File: src/hw/rtl/mgsa_pkg.sv
// Shared types and constants of the max-gap slot allocator.
// Used by mgsa_word_scan and max_gap_slot_allocator; depends on nothing.
package mgsa_pkg;

	// Bitmap word held in one memory entry
	localparam int WORD_W = 16;
	localparam int BIT_W  = $clog2(WORD_W);
	localparam int LIM_W  = $clog2(WORD_W + 1);

	// Fixed field widths
	localparam int SLOT_W  = 10;
	localparam int COUNT_W = 11;
	localparam logic [COUNT_W-1:0] COUNT_RESET = 11'd1024;

	// Summary of one bitmap word, restricted to the slots of the row
	typedef struct packed {
		logic             any_occ;
		logic             any_free;
		logic [BIT_W-1:0] first_occ;
		logic [BIT_W-1:0] last_occ;
		logic             int_vld;
		logic [BIT_W-1:0] int_d;
		logic [BIT_W-1:0] int_pos;
	} word_sum_t;

endpackage

File: src/hw/rtl/mgsa_ram.sv
// Generic simple dual-port RAM: one write port, one read port, registered read.
// Standalone; no package needed.
module mgsa_ram #(
	parameter int WIDTH = 16,
	parameter int DEPTH = 64
) (
	input  logic                                   clk,
	input  logic                                   we,
	input  logic [(DEPTH > 1 ? $clog2(DEPTH) : 1)-1:0] waddr,
	input  logic [WIDTH-1:0]                       wdata,
	input  logic [(DEPTH > 1 ? $clog2(DEPTH) : 1)-1:0] raddr,
	output logic [WIDTH-1:0]                       rdata
);

	logic [WIDTH-1:0] mem [DEPTH];

	// Write and registered read; a read of the entry being written returns old data
	always_ff @(posedge clk) begin
		if (we) begin
			mem[waddr] <= wdata;
		end
		rdata <= mem[raddr];
	end

endmodule

File: src/hw/rtl/mgsa_word_scan.sv
// Per-word gap summary stage: finds occupied edges and the widest interior gap of one
// bitmap word. Depends on mgsa_pkg (word width, word_sum_t).
module mgsa_word_scan (
	input  logic                             clk,
	input  logic                             arst_n,
	input  logic                             word_valid,
	input  logic [mgsa_pkg::WORD_W-1:0]      word_data,
	input  logic [mgsa_pkg::LIM_W-1:0]       word_lim,
	output logic                             sum_valid,
	output mgsa_pkg::word_sum_t              sum
);

	import mgsa_pkg::*;

	logic [WORD_W-1:0] mask;
	logic [WORD_W-1:0] occ;
	logic [BIT_W-1:0]  prev_occ [WORD_W];
	logic              has_prev [WORD_W];
	logic [BIT_W-1:0]  gap_d    [WORD_W];
	logic              node_v   [WORD_W];
	logic [BIT_W-1:0]  node_d   [WORD_W];
	logic [BIT_W-1:0]  node_p   [WORD_W];
	logic [BIT_W-1:0]  first_c;
	logic [BIT_W-1:0]  last_c;
	word_sum_t         sum_c;

	always_comb begin
		// Keep only slots that lie inside the row
		for (int j = 0; j < WORD_W; j++) begin
			mask[j] = (LIM_W'(j) < word_lim);
		end
		occ = word_data & mask;

		// Nearest occupied slot below each position
		for (int j = 0; j < WORD_W; j++) begin
			prev_occ[j] = '0;
			has_prev[j] = 1'b0;
			for (int k = 0; k < WORD_W; k++) begin
				if (k < j && occ[k]) begin
					prev_occ[j] = BIT_W'(k);
					has_prev[j] = 1'b1;
				end
			end
		end

		// One candidate per occupied slot that closes a gap inside the word
		for (int j = 0; j < WORD_W; j++) begin
			gap_d[j]  = (BIT_W'(j) - prev_occ[j]) >> 1;
			node_v[j] = occ[j] & has_prev[j];
			node_d[j] = gap_d[j];
			node_p[j] = prev_occ[j] + gap_d[j];
		end

		// Reduce to the widest gap, lowest position on ties
		for (int lv = 0; lv < BIT_W; lv++) begin
			for (int k = 0; k < (WORD_W >> (lv + 1)); k++) begin
				if (node_v[2*k+1] && (!node_v[2*k] || node_d[2*k+1] > node_d[2*k])) begin
					node_v[k] = node_v[2*k+1];
					node_d[k] = node_d[2*k+1];
					node_p[k] = node_p[2*k+1];
				end else begin
					node_v[k] = node_v[2*k];
					node_d[k] = node_d[2*k];
					node_p[k] = node_p[2*k];
				end
			end
		end

		// Lowest and highest occupied slot
		first_c = '0;
		for (int j = WORD_W - 1; j >= 0; j--) begin
			if (occ[j]) begin
				first_c = BIT_W'(j);
			end
		end
		last_c = '0;
		for (int j = 0; j < WORD_W; j++) begin
			if (occ[j]) begin
				last_c = BIT_W'(j);
			end
		end

		sum_c.any_occ   = |occ;
		sum_c.any_free  = |(~word_data & mask);
		sum_c.first_occ = first_c;
		sum_c.last_occ  = last_c;
		sum_c.int_vld   = node_v[0];
		sum_c.int_d     = node_d[0];
		sum_c.int_pos   = node_p[0];
	end

	// Register the summary
	always_ff @(posedge clk or negedge arst_n) begin
		if (!arst_n) begin
			sum_valid <= 1'b0;
		end else begin
			sum_valid <= word_valid;
		end
	end

	always_ff @(posedge clk) begin
		sum <= sum_c;
	end

endmodule

File: src/hw/rtl/max_gap_slot_allocator.sv
// Top level of the max-gap slot allocator: control, accumulation and bitmap memory.
// Depends on mgsa_pkg, mgsa_ram and mgsa_word_scan.
//
// The occupancy bitmap of the row lives in one RAM of WORD_W-bit words. An allocate
// streams the words that cover the first seat_count slots through a two-stage scan,
// one word per cycle, then writes the chosen slot back with a read-modify-write. A full
// row skips the write-back, and a row of zero slots reports full. A release does one
// read and one write. One item is worked on at a time; a finished result waits in the
// output register while the next item is accepted. After reset a clearing pass
// zeroes the bitmap, during which no item is accepted; configuration writes are always
// accepted.
module max_gap_slot_allocator #(
	parameter int MAX_SLOTS = 1024
) (
	input  logic                         clk,
	input  logic                         arst_n,
	input  logic                         cfg_valid,
	output logic                         cfg_ready,
	input  logic [mgsa_pkg::COUNT_W-1:0] cfg_data,
	input  logic                         in_valid,
	output logic                         in_ready,
	input  logic                         action,
	input  logic [mgsa_pkg::SLOT_W-1:0]  release_slot,
	output logic                         out_valid,
	input  logic                         out_ready,
	output logic [mgsa_pkg::SLOT_W-1:0]  chosen_slot,
	output logic                         row_full
);

	import mgsa_pkg::*;

	localparam int WORDS  = (MAX_SLOTS + WORD_W - 1) / WORD_W;
	localparam int WA     = (WORDS > 1) ? $clog2(WORDS) : 1;
	localparam int PW     = $clog2(MAX_SLOTS + 1);
	localparam int BASE_W = WA + BIT_W;
	localparam int CW     = (PW > BASE_W) ? PW + 1 : BASE_W + 1;
	localparam logic [WA-1:0] LAST_WORD = WA'(WORDS - 1);

	localparam logic [3:0] ST_CLEAR   = 4'd0;
	localparam logic [3:0] ST_IDLE    = 4'd1;
	localparam logic [3:0] ST_REL_RD  = 4'd2;
	localparam logic [3:0] ST_REL_WR  = 4'd3;
	localparam logic [3:0] ST_SCAN    = 4'd4;
	localparam logic [3:0] ST_FINAL   = 4'd5;
	localparam logic [3:0] ST_MARK_RD = 4'd6;
	localparam logic [3:0] ST_MARK_WR = 4'd7;
	localparam logic [3:0] ST_DONE    = 4'd8;

	localparam logic ACT_RELEASE = 1'b1;

	logic [3:0]         state_q;
	logic [COUNT_W-1:0] seat_count_q;
	logic [PW-1:0]      n_c;
	logic [PW-1:0]      n_q;
	logic [WA-1:0]      clr_addr_q;
	logic [WA-1:0]      rd_addr_q;
	logic               issuing_q;
	logic               rd_v_s1;
	logic [WA-1:0]      idx_s1;
	logic [LIM_W-1:0]   lim_s1;
	logic [CW-1:0]      rem_c;
	logic [CW-1:0]      next_base_c;
	logic               issue_stop_c;
	logic               sum_v_s2;
	word_sum_t          sum_s2;
	logic [WA-1:0]      idx_s2;
	logic [PW-1:0]      base_s2;
	logic               seen_q;
	logic [PW-1:0]      start_q;
	logic [PW-1:0]      best_q;
	logic [PW-1:0]      pick_q;
	logic               free_q;
	logic [SLOT_W-1:0]  slot_q;
	logic               out_valid_q;
	logic [SLOT_W-1:0]  chosen_q;
	logic               full_q;
	logic               in_acc;
	logic               out_load;
	logic               slot_in_range;
	logic [PW-1:0]      edge_pos_c;
	logic [PW-1:0]      cand_d_c;
	logic [PW-1:0]      cand_p_c;
	logic [PW-1:0]      best1_c;
	logic [PW-1:0]      pick1_c;
	logic [PW-1:0]      best2_c;
	logic [PW-1:0]      pick2_c;
	logic [PW-1:0]      tail_c;
	logic [WA-1:0]      rel_word;
	logic [WA-1:0]      pick_word;
	logic [WORD_W-1:0]  rel_bit;
	logic [WORD_W-1:0]  pick_bit;
	logic               ram_we;
	logic [WA-1:0]      ram_waddr;
	logic [WORD_W-1:0]  ram_wdata;
	logic [WA-1:0]      ram_raddr;
	logic [WORD_W-1:0]  ram_rdata;

	assign cfg_ready = 1'b1;
	assign in_ready  = (state_q == ST_IDLE);
	assign in_acc    = in_valid & in_ready;
	assign out_valid   = out_valid_q;
	assign chosen_slot = chosen_q;
	assign row_full    = full_q;

	// Effective row length: seat count clamped to capacity
	always_comb begin
		if (32'(seat_count_q) > 32'(MAX_SLOTS)) begin
			n_c = PW'(MAX_SLOTS);
		end else begin
			n_c = PW'(seat_count_q);
		end
	end

	assign slot_in_range = (32'(release_slot) < 32'(MAX_SLOTS));

	// Word and bit of the release slot and of the chosen slot
	assign rel_word  = WA'(slot_q >> BIT_W);
	assign rel_bit   = WORD_W'(1) << slot_q[BIT_W-1:0];
	assign pick_word = WA'(pick_q >> BIT_W);
	assign pick_bit  = WORD_W'(1) << BIT_W'(pick_q);

	// Stop issuing after the last word that holds slots of the row
	assign next_base_c  = CW'({rd_addr_q, {BIT_W{1'b0}}}) + CW'(WORD_W);
	assign issue_stop_c = (rd_addr_q == LAST_WORD) || (next_base_c >= CW'(n_q));

	// Number of row slots in the word now leaving the memory
	assign rem_c = CW'(n_q) - CW'({idx_s1, {BIT_W{1'b0}}});
	assign lim_s1 = (rem_c >= CW'(WORD_W)) ? LIM_W'(WORD_W) : LIM_W'(rem_c);

	// Memory port selection
	always_comb begin
		ram_we    = 1'b0;
		ram_waddr = clr_addr_q;
		ram_wdata = '0;
		ram_raddr = rd_addr_q;
		unique case (state_q)
			ST_CLEAR: begin
				ram_we = 1'b1;
			end
			ST_REL_RD: begin
				ram_raddr = rel_word;
			end
			ST_REL_WR: begin
				ram_we    = 1'b1;
				ram_waddr = rel_word;
				ram_wdata = ram_rdata & ~rel_bit;
			end
			ST_MARK_RD: begin
				ram_raddr = pick_word;
			end
			ST_MARK_WR: begin
				ram_we    = 1'b1;
				ram_waddr = pick_word;
				ram_wdata = ram_rdata | pick_bit;
			end
			default: begin
				ram_we = 1'b0;
			end
		endcase
	end

	mgsa_ram #(
		.WIDTH(WORD_W),
		.DEPTH(WORDS)
	) u_map_ram (
		.clk  (clk),
		.we   (ram_we),
		.waddr(ram_waddr),
		.wdata(ram_wdata),
		.raddr(ram_raddr),
		.rdata(ram_rdata)
	);

	mgsa_word_scan u_word_scan (
		.clk       (clk),
		.arst_n    (arst_n),
		.word_valid(rd_v_s1),
		.word_data (ram_rdata),
		.word_lim  (lim_s1),
		.sum_valid (sum_v_s2),
		.sum       (sum_s2)
	);

	// Fold one word summary into the running best gap, in slot order
	always_comb begin
		base_s2    = PW'({idx_s2, {BIT_W{1'b0}}});
		edge_pos_c = base_s2 + PW'(sum_s2.first_occ);
		if (seen_q) begin
			cand_d_c = (edge_pos_c - start_q + PW'(1)) >> 1;
			cand_p_c = start_q + cand_d_c - PW'(1);
		end else begin
			cand_d_c = edge_pos_c;
			cand_p_c = '0;
		end
		if (best_q < cand_d_c) begin
			best1_c = cand_d_c;
			pick1_c = cand_p_c;
		end else begin
			best1_c = best_q;
			pick1_c = pick_q;
		end
		if (sum_s2.int_vld && best1_c < PW'(sum_s2.int_d)) begin
			best2_c = PW'(sum_s2.int_d);
			pick2_c = base_s2 + PW'(sum_s2.int_pos);
		end else begin
			best2_c = best1_c;
			pick2_c = pick1_c;
		end
		tail_c = n_q - start_q;
	end

	assign out_load = (state_q == ST_DONE) && (!out_valid_q || out_ready);

	// Control state
	always_ff @(posedge clk or negedge arst_n) begin
		if (!arst_n) begin
			state_q      <= ST_CLEAR;
			seat_count_q <= COUNT_RESET;
			clr_addr_q   <= '0;
			issuing_q    <= 1'b0;
			rd_v_s1      <= 1'b0;
			out_valid_q  <= 1'b0;
		end else begin
			if (cfg_valid && cfg_ready) begin
				seat_count_q <= cfg_data;
			end
			rd_v_s1 <= (state_q == ST_SCAN) && issuing_q;
			if (out_load) begin
				out_valid_q <= 1'b1;
			end else if (out_ready) begin
				out_valid_q <= 1'b0;
			end
			unique case (state_q)
				ST_CLEAR: begin
					clr_addr_q <= clr_addr_q + WA'(1);
					if (clr_addr_q == LAST_WORD) begin
						state_q <= ST_IDLE;
					end
				end
				ST_IDLE: begin
					if (in_acc) begin
						if (action == ACT_RELEASE) begin
							if (slot_in_range) begin
								state_q <= ST_REL_RD;
							end
						end else begin
							state_q   <= ST_SCAN;
							issuing_q <= (n_c != '0);
						end
					end
				end
				ST_REL_RD: begin
					state_q <= ST_REL_WR;
				end
				ST_REL_WR: begin
					state_q <= ST_IDLE;
				end
				ST_SCAN: begin
					if (issuing_q && issue_stop_c) begin
						issuing_q <= 1'b0;
					end
					if (!issuing_q && !rd_v_s1 && !sum_v_s2) begin
						state_q <= ST_FINAL;
					end
				end
				ST_FINAL: begin
					state_q <= free_q ? ST_MARK_RD : ST_DONE;
				end
				ST_MARK_RD: begin
					state_q <= ST_MARK_WR;
				end
				ST_MARK_WR: begin
					state_q <= ST_DONE;
				end
				ST_DONE: begin
					if (out_load) begin
						state_q <= ST_IDLE;
					end
				end
				default: begin
					state_q <= ST_IDLE;
				end
			endcase
		end
	end

	// Datapath registers: scan address, word index pipeline, accumulators, result
	always_ff @(posedge clk) begin
		idx_s1 <= rd_addr_q;
		idx_s2 <= idx_s1;
		if (in_acc) begin
			slot_q    <= release_slot;
			n_q       <= n_c;
			rd_addr_q <= '0;
			seen_q    <= 1'b0;
			start_q   <= '0;
			best_q    <= '0;
			pick_q    <= '0;
			free_q    <= 1'b0;
		end else begin
			if (state_q == ST_SCAN && issuing_q) begin
				rd_addr_q <= rd_addr_q + WA'(1);
			end
			if (sum_v_s2) begin
				free_q <= free_q | sum_s2.any_free;
				if (sum_s2.any_occ) begin
					seen_q  <= 1'b1;
					best_q  <= best2_c;
					pick_q  <= pick2_c;
					start_q <= base_s2 + PW'(sum_s2.last_occ) + PW'(1);
				end
			end
			// Right-hand edge of the row
			if (state_q == ST_FINAL && seen_q && best_q < tail_c) begin
				pick_q <= n_q - PW'(1);
			end
		end
		if (out_load) begin
			chosen_q <= free_q ? SLOT_W'(pick_q) : '0;
			full_q   <= !free_q;
		end
	end

	// Scan pipeline only runs during a scan
	a_pipe_in_scan: assert property (@(posedge clk) disable iff (!arst_n)
		(rd_v_s1 || sum_v_s2) |-> (state_q == ST_SCAN))
		else $error("scan pipeline active outside a scan");

	// A full row reports slot zero
	a_full_slot_zero: assert property (@(posedge clk) disable iff (!arst_n)
		(out_valid && row_full) |-> (chosen_slot == '0))
		else $error("full row result with nonzero slot");

	// The chosen slot lies inside the row when it is marked
	a_pick_in_row: assert property (@(posedge clk) disable iff (!arst_n)
		(state_q == ST_MARK_RD) |-> (pick_q < n_q))
		else $error("chosen slot beyond row length");

	// Run start and best gap never pass the row end
	a_start_bound: assert property (@(posedge clk) disable iff (!arst_n)
		(state_q == ST_FINAL) |-> (start_q <= n_q && best_q <= n_q))
		else $error("gap accumulator out of range");

	// No item is taken while the bitmap is being cleared
	a_no_accept_clear: assert property (@(posedge clk) disable iff (!arst_n)
		(state_q == ST_CLEAR) |=> !$past(in_acc))
		else $error("item accepted during clearing pass");

endmodule
File: config.mk
export PLATFORM = sky130hd
export DESIGN_NAME = max_gap_slot_allocator
export DESIGN_NICKNAME = d
export VERILOG_FILES = /design/src/hw/rtl/mgsa_pkg.sv /design/src/hw/rtl/mgsa_ram.sv /design/src/hw/rtl/mgsa_word_scan.sv /design/src/hw/rtl/max_gap_slot_allocator.sv
export SDC_FILE = /design/constraint.sdc
export NUM_CORES = 2
export LEC_CHECK = 0
export BUFFER_PORTS_ARGS = -buffer_cell sky130_fd_sc_hd__buf_2
export CAP_MARGIN = 20
export CORE_ASPECT_RATIO = 1.75
export CORE_MARGIN = 1
export CORE_UTILIZATION = 44
export DETAILED_ROUTE_END_ITERATION = 7
export GPL_TIMING_DRIVEN = 0
export PLACE_DENSITY_LB_ADDON = 0.2
export SYNTH_ARGS = -nofsm -noshare
export SYNTH_HDL_FRONTEND = slang
export SYNTH_SLANG_ARGS = --single-unit
File: constraint.sdc
create_clock -name clk -period 9.1 [get_ports clk]
set_input_delay 0.91 -clock clk [delete_from_list [all_inputs] [get_ports clk]]
set_output_delay 0.91 -clock clk [all_outputs]
set_load 0.1 [all_outputs]
==> impl_metrics.csv <==
group,metric,value,unit
clocking,cts_tree,"yes",
critical_path,critPathCaptureType,"register",
status,violations,"negative setup slack",
global_routing,grt.total_usage,24.59,%
die,rows,167,
yosys,synth_edf_count,1056,
timing,finalSetupViolations,7,
clocking,cts_sinks,1167,
critical_path,reg2reg_depth,51,
clocking,ctsRootBufferMaster,"clkbuf_16",
finish,multi_input_area,0.01860,mm^2
die,core_area,0.1183,mm^2
timing,rsz0062_at_grt,"yes",
route,wl_per_cell,27.55,um
timing,slew_headroom,24.46,%
clocking,clkTransAtPathRegs,70,ps
finish,finalNonFillerCells,5338,
global_routing,grt.overflow.total,0,
yosys,ys_ff_latch,1167,
die,die_area,0.1208,mm^2
placement,portBuffers,39,
yosys,ys_seq_area_share,64.86,%
critical_path,timing.critical_path.from,"n_q[4]",
timing,worst_slack,-942.0,ps
critical_path,reg2reg_slack,-940,ps
die,fp.dieW,263.1,um
yosys,synth_area_leaders,"edfxtp_1 60%, mux4_2 11%, ha_1 3.6%, dfxtp_1 3.3%, a211oi_1 2.2%",
global_routing,antenna_found_initial,3,
yosys,synth_top_area_cell,"edfxtp_1",
timing,fin_tns_setup,-5206,ps
route,vias,31330,
timing,hold_violations,0,
global_routing,grt_max_degree,31,
die,ios,41,
route,drt-initial-drc-count,2353,
critical_path,worstPathArrival,10620,ps
die,dieHeight,459.0,um
timing,fin_skew,69.22,ps
timing,tightest_slew,1133,ps
route,first_pass_iters,7,
global_routing,grt_pass1_vias,33050,
finish,area_growth,18.64,%
flow_run,drv_cap,0,
critical_path,crit_type,"register to register",
finish,fill_cells,9697,
yosys,synthArstFlopShare,2.142,%
placement,dp_hpwl,109700,um
placement,dp.cells,5012,
critical_path,r2r_start,"n_q[4]",
clocking,htreeDepth,3,
status,status,"complete, but fails checks",
timing,maxSlewViolCount,0,
yosys,yosysWarnings,0,
yosys,netlist_instances,3337,
route,wirelength,147000,um
timing,max_freq,99.58,MHz
finish,final_util,52.67,%
timing,period_minus_slack,10040,ps
timing,fin_crit_sh,110.4,%
clocking,cts_inserted_buffers,102,
critical_path,crit_slowest_cell,"o211ai_1",
critical_path,cp_max_fo,6,
critical_path,endpoint,"u_word_scan.sum[2]",
finish,drive_gt1_share,25.75,%
critical_path,critPathRequiredTime,9670,ps
worst_hold_path,min_path_type,"input pin to asynchronous set/reset pin",
critical_path,cpMostUsedCell,"ha_4",
clocking,clkLatencyLatePin,760,ps
finish,finalNetCount,3915,
route,drc,0,
placement,gp_congestion,0.9867,
finish,regArea,0.03406,mm^2
placement,place_ws,-2887,ps
global_routing,grt_pass1_wl,215700,um
clocking,clockBufferDepth,3,
route,via_per_inst,5.868,
yosys,syn_avg_cell_area,15.74,um^2
clocking,hold_buffers,0,
yosys,ys_types,99,
critical_path,start_kind,"register",
yosys,synth-main-ff-cell,"edfxtp_1",
yosys,syn-cell-area,0.05251,mm^2
yosys,synth_top_cell_area_share,60.39,%
critical_path,rr_endpoint,"u_word_scan.sum[2]",
critical_path,cpPeakStageDelay,570,ps
route,ant_nets,0,
die,initial_utilization,44.40,%
## worst max-delay path: cells and delay by family (launching register included)
family	cells	cell delay, ps
compound gates	23	4520
fa+ha+maj	7	1600
simple gates	9	1550
buf+inv	10	1020
mux	2	670
flops	1	500
## Yosys cell counts, types with 7 or more instances
| cell | n |
|---|---|
| a221o_1 | 7 |
| o21ai_1 | 9 |
| o21bai_1 | 11 |
| or3_1 | 9 |
| o31ai_2 | 7 |
| o21a_1 | 24 |
| o31a_1 | 10 |
| fa_1 | 7 |
| o31ai_1 | 21 |
| nand3_1 | 43 |
| nor3_1 | 37 |
| xnor2_1 | 55 |
| mux2_2 | 22 |
| mux4_2 | 256 |
| nor2_1 | 184 |
| xor2_1 | 21 |
| buf_1 | 38 |
| o211ai_1 | 13 |
| a31oi_1 | 27 |
| nand2b_1 | 20 |
| clkbuf_1 | 125 |
| a21oi_1 | 173 |
| nand2_1 | 108 |
| dfxtp_1 | 86 |
| a21o_1 | 22 |
| edfxtp_1 | 1056 |
| buf_2 | 8 |
| nor2b_1 | 95 |
| and2_1 | 25 |
| nand4_1 | 8 |
| inv_1 | 134 |
| and3_1 | 10 |
| or2_2 | 7 |
| mux2i_1 | 109 |
| dfrtp_1 | 24 |
| nor4_1 | 10 |
| a211oi_1 | 155 |
| a211o_1 | 7 |
| ha_1 | 153 |
| o21ai_0 | 71 |
## state kept, by name, indices dropped and copies added, names as in the netlist, 4 cells and up
register         cells
u_map_ram.rdata     16
u_map_ram.mem     1024
idx_s2               6
idx_s1               6
start_q             11
clr_addr_q           6
u_word_scan.sum     18
state_q              4
chosen_slot         10
slot_q              10
rd_addr_q            6
best_q              11
n_q                 11
seat_count_q        11
pick_q              10
## logic make-up after synthesis
| family | synth area share [%] |
|---|---|
| multiplexers | 13.59 |
| adder cells (fa/ha/maj) | 3.989 |
| other | 0.007142 |
| buffers and inverters | 2.285 |
| AO/OA/AOI/OAI | 8.452 |
| flip-flops | 64.86 |
| XOR/XNOR | 1.311 |
| AND/OR/NAND/NOR | 5.507 |
## through the flow
| stage | hold slack (ps) | instance area [um^2] |
|---|---|---|
| after global placement | 335.0 | 54820 |
| after detailed placement | 344.0 | 57030 |
| after floorplan | 329.0 | 52720 |
| final | 205.4 | 62300 |
| after CTS | 170.0 | 61980 |
| after global routing | 231.5 | 62290 |
## cells in the final DEF (no fill, tap or decap), types with 86 or more instances in the layout
cell type	n
buf_4	133
ha_1	137
mux4_2	256
edfxtp_1	1056
dfxtp_1	86
clkbuf_16	104
buf_8	88
nor2_1	118
nand2_1	103
nor2b_1	91
inv_1	120
clkbuf_1	128
a211oi_1	136
mux2i_1	102
a21oi_1	163
## worst min-delay path by stage
| stage | end |
|---|---|
| 2_1_floorplan | idx_s1[2] |
| 3_3_place_gp | idx_s1[2] |
| 3_5_place_dp | idx_s1[2] |
| 4_1_cts | rd_v_s1 |
| 5_1_grt | rd_v_s1 |
| 6_report | clr_addr_q[3] |
## layout make-up
class                           count  share of cell area, %
Antenna cell                        4                0.01607
Buffer                            167                  1.155
Clock buffer                      120                  4.290
Clock inverter                     69                 0.9761
Inverter                          139                 0.8616
Multi-Input combinational cell   1858                  29.86
Sequential cell                  1167                  54.67
Tap cell                         1521                  3.055
Timing Repair Buffer              293                  5.114
## per-layer routing
layer	track usage, %	share of wire [%]
met2	46.12	54
met1	24.93	34
met3	3.229	4.3
met4	17.53	8.0
met5	0	0.0095
## timing repair
action                                 CTS  global route
endpoints found under the hold margin    0             0
pin swaps                               63            46
setup endpoints to repair                7             7
gates resized for setup                158            35
setup buffers                          122            16
Power is left out: the tool's default activity adds up to more than one toggle a clock period on the data nets, which glitch-free logic cannot reach.
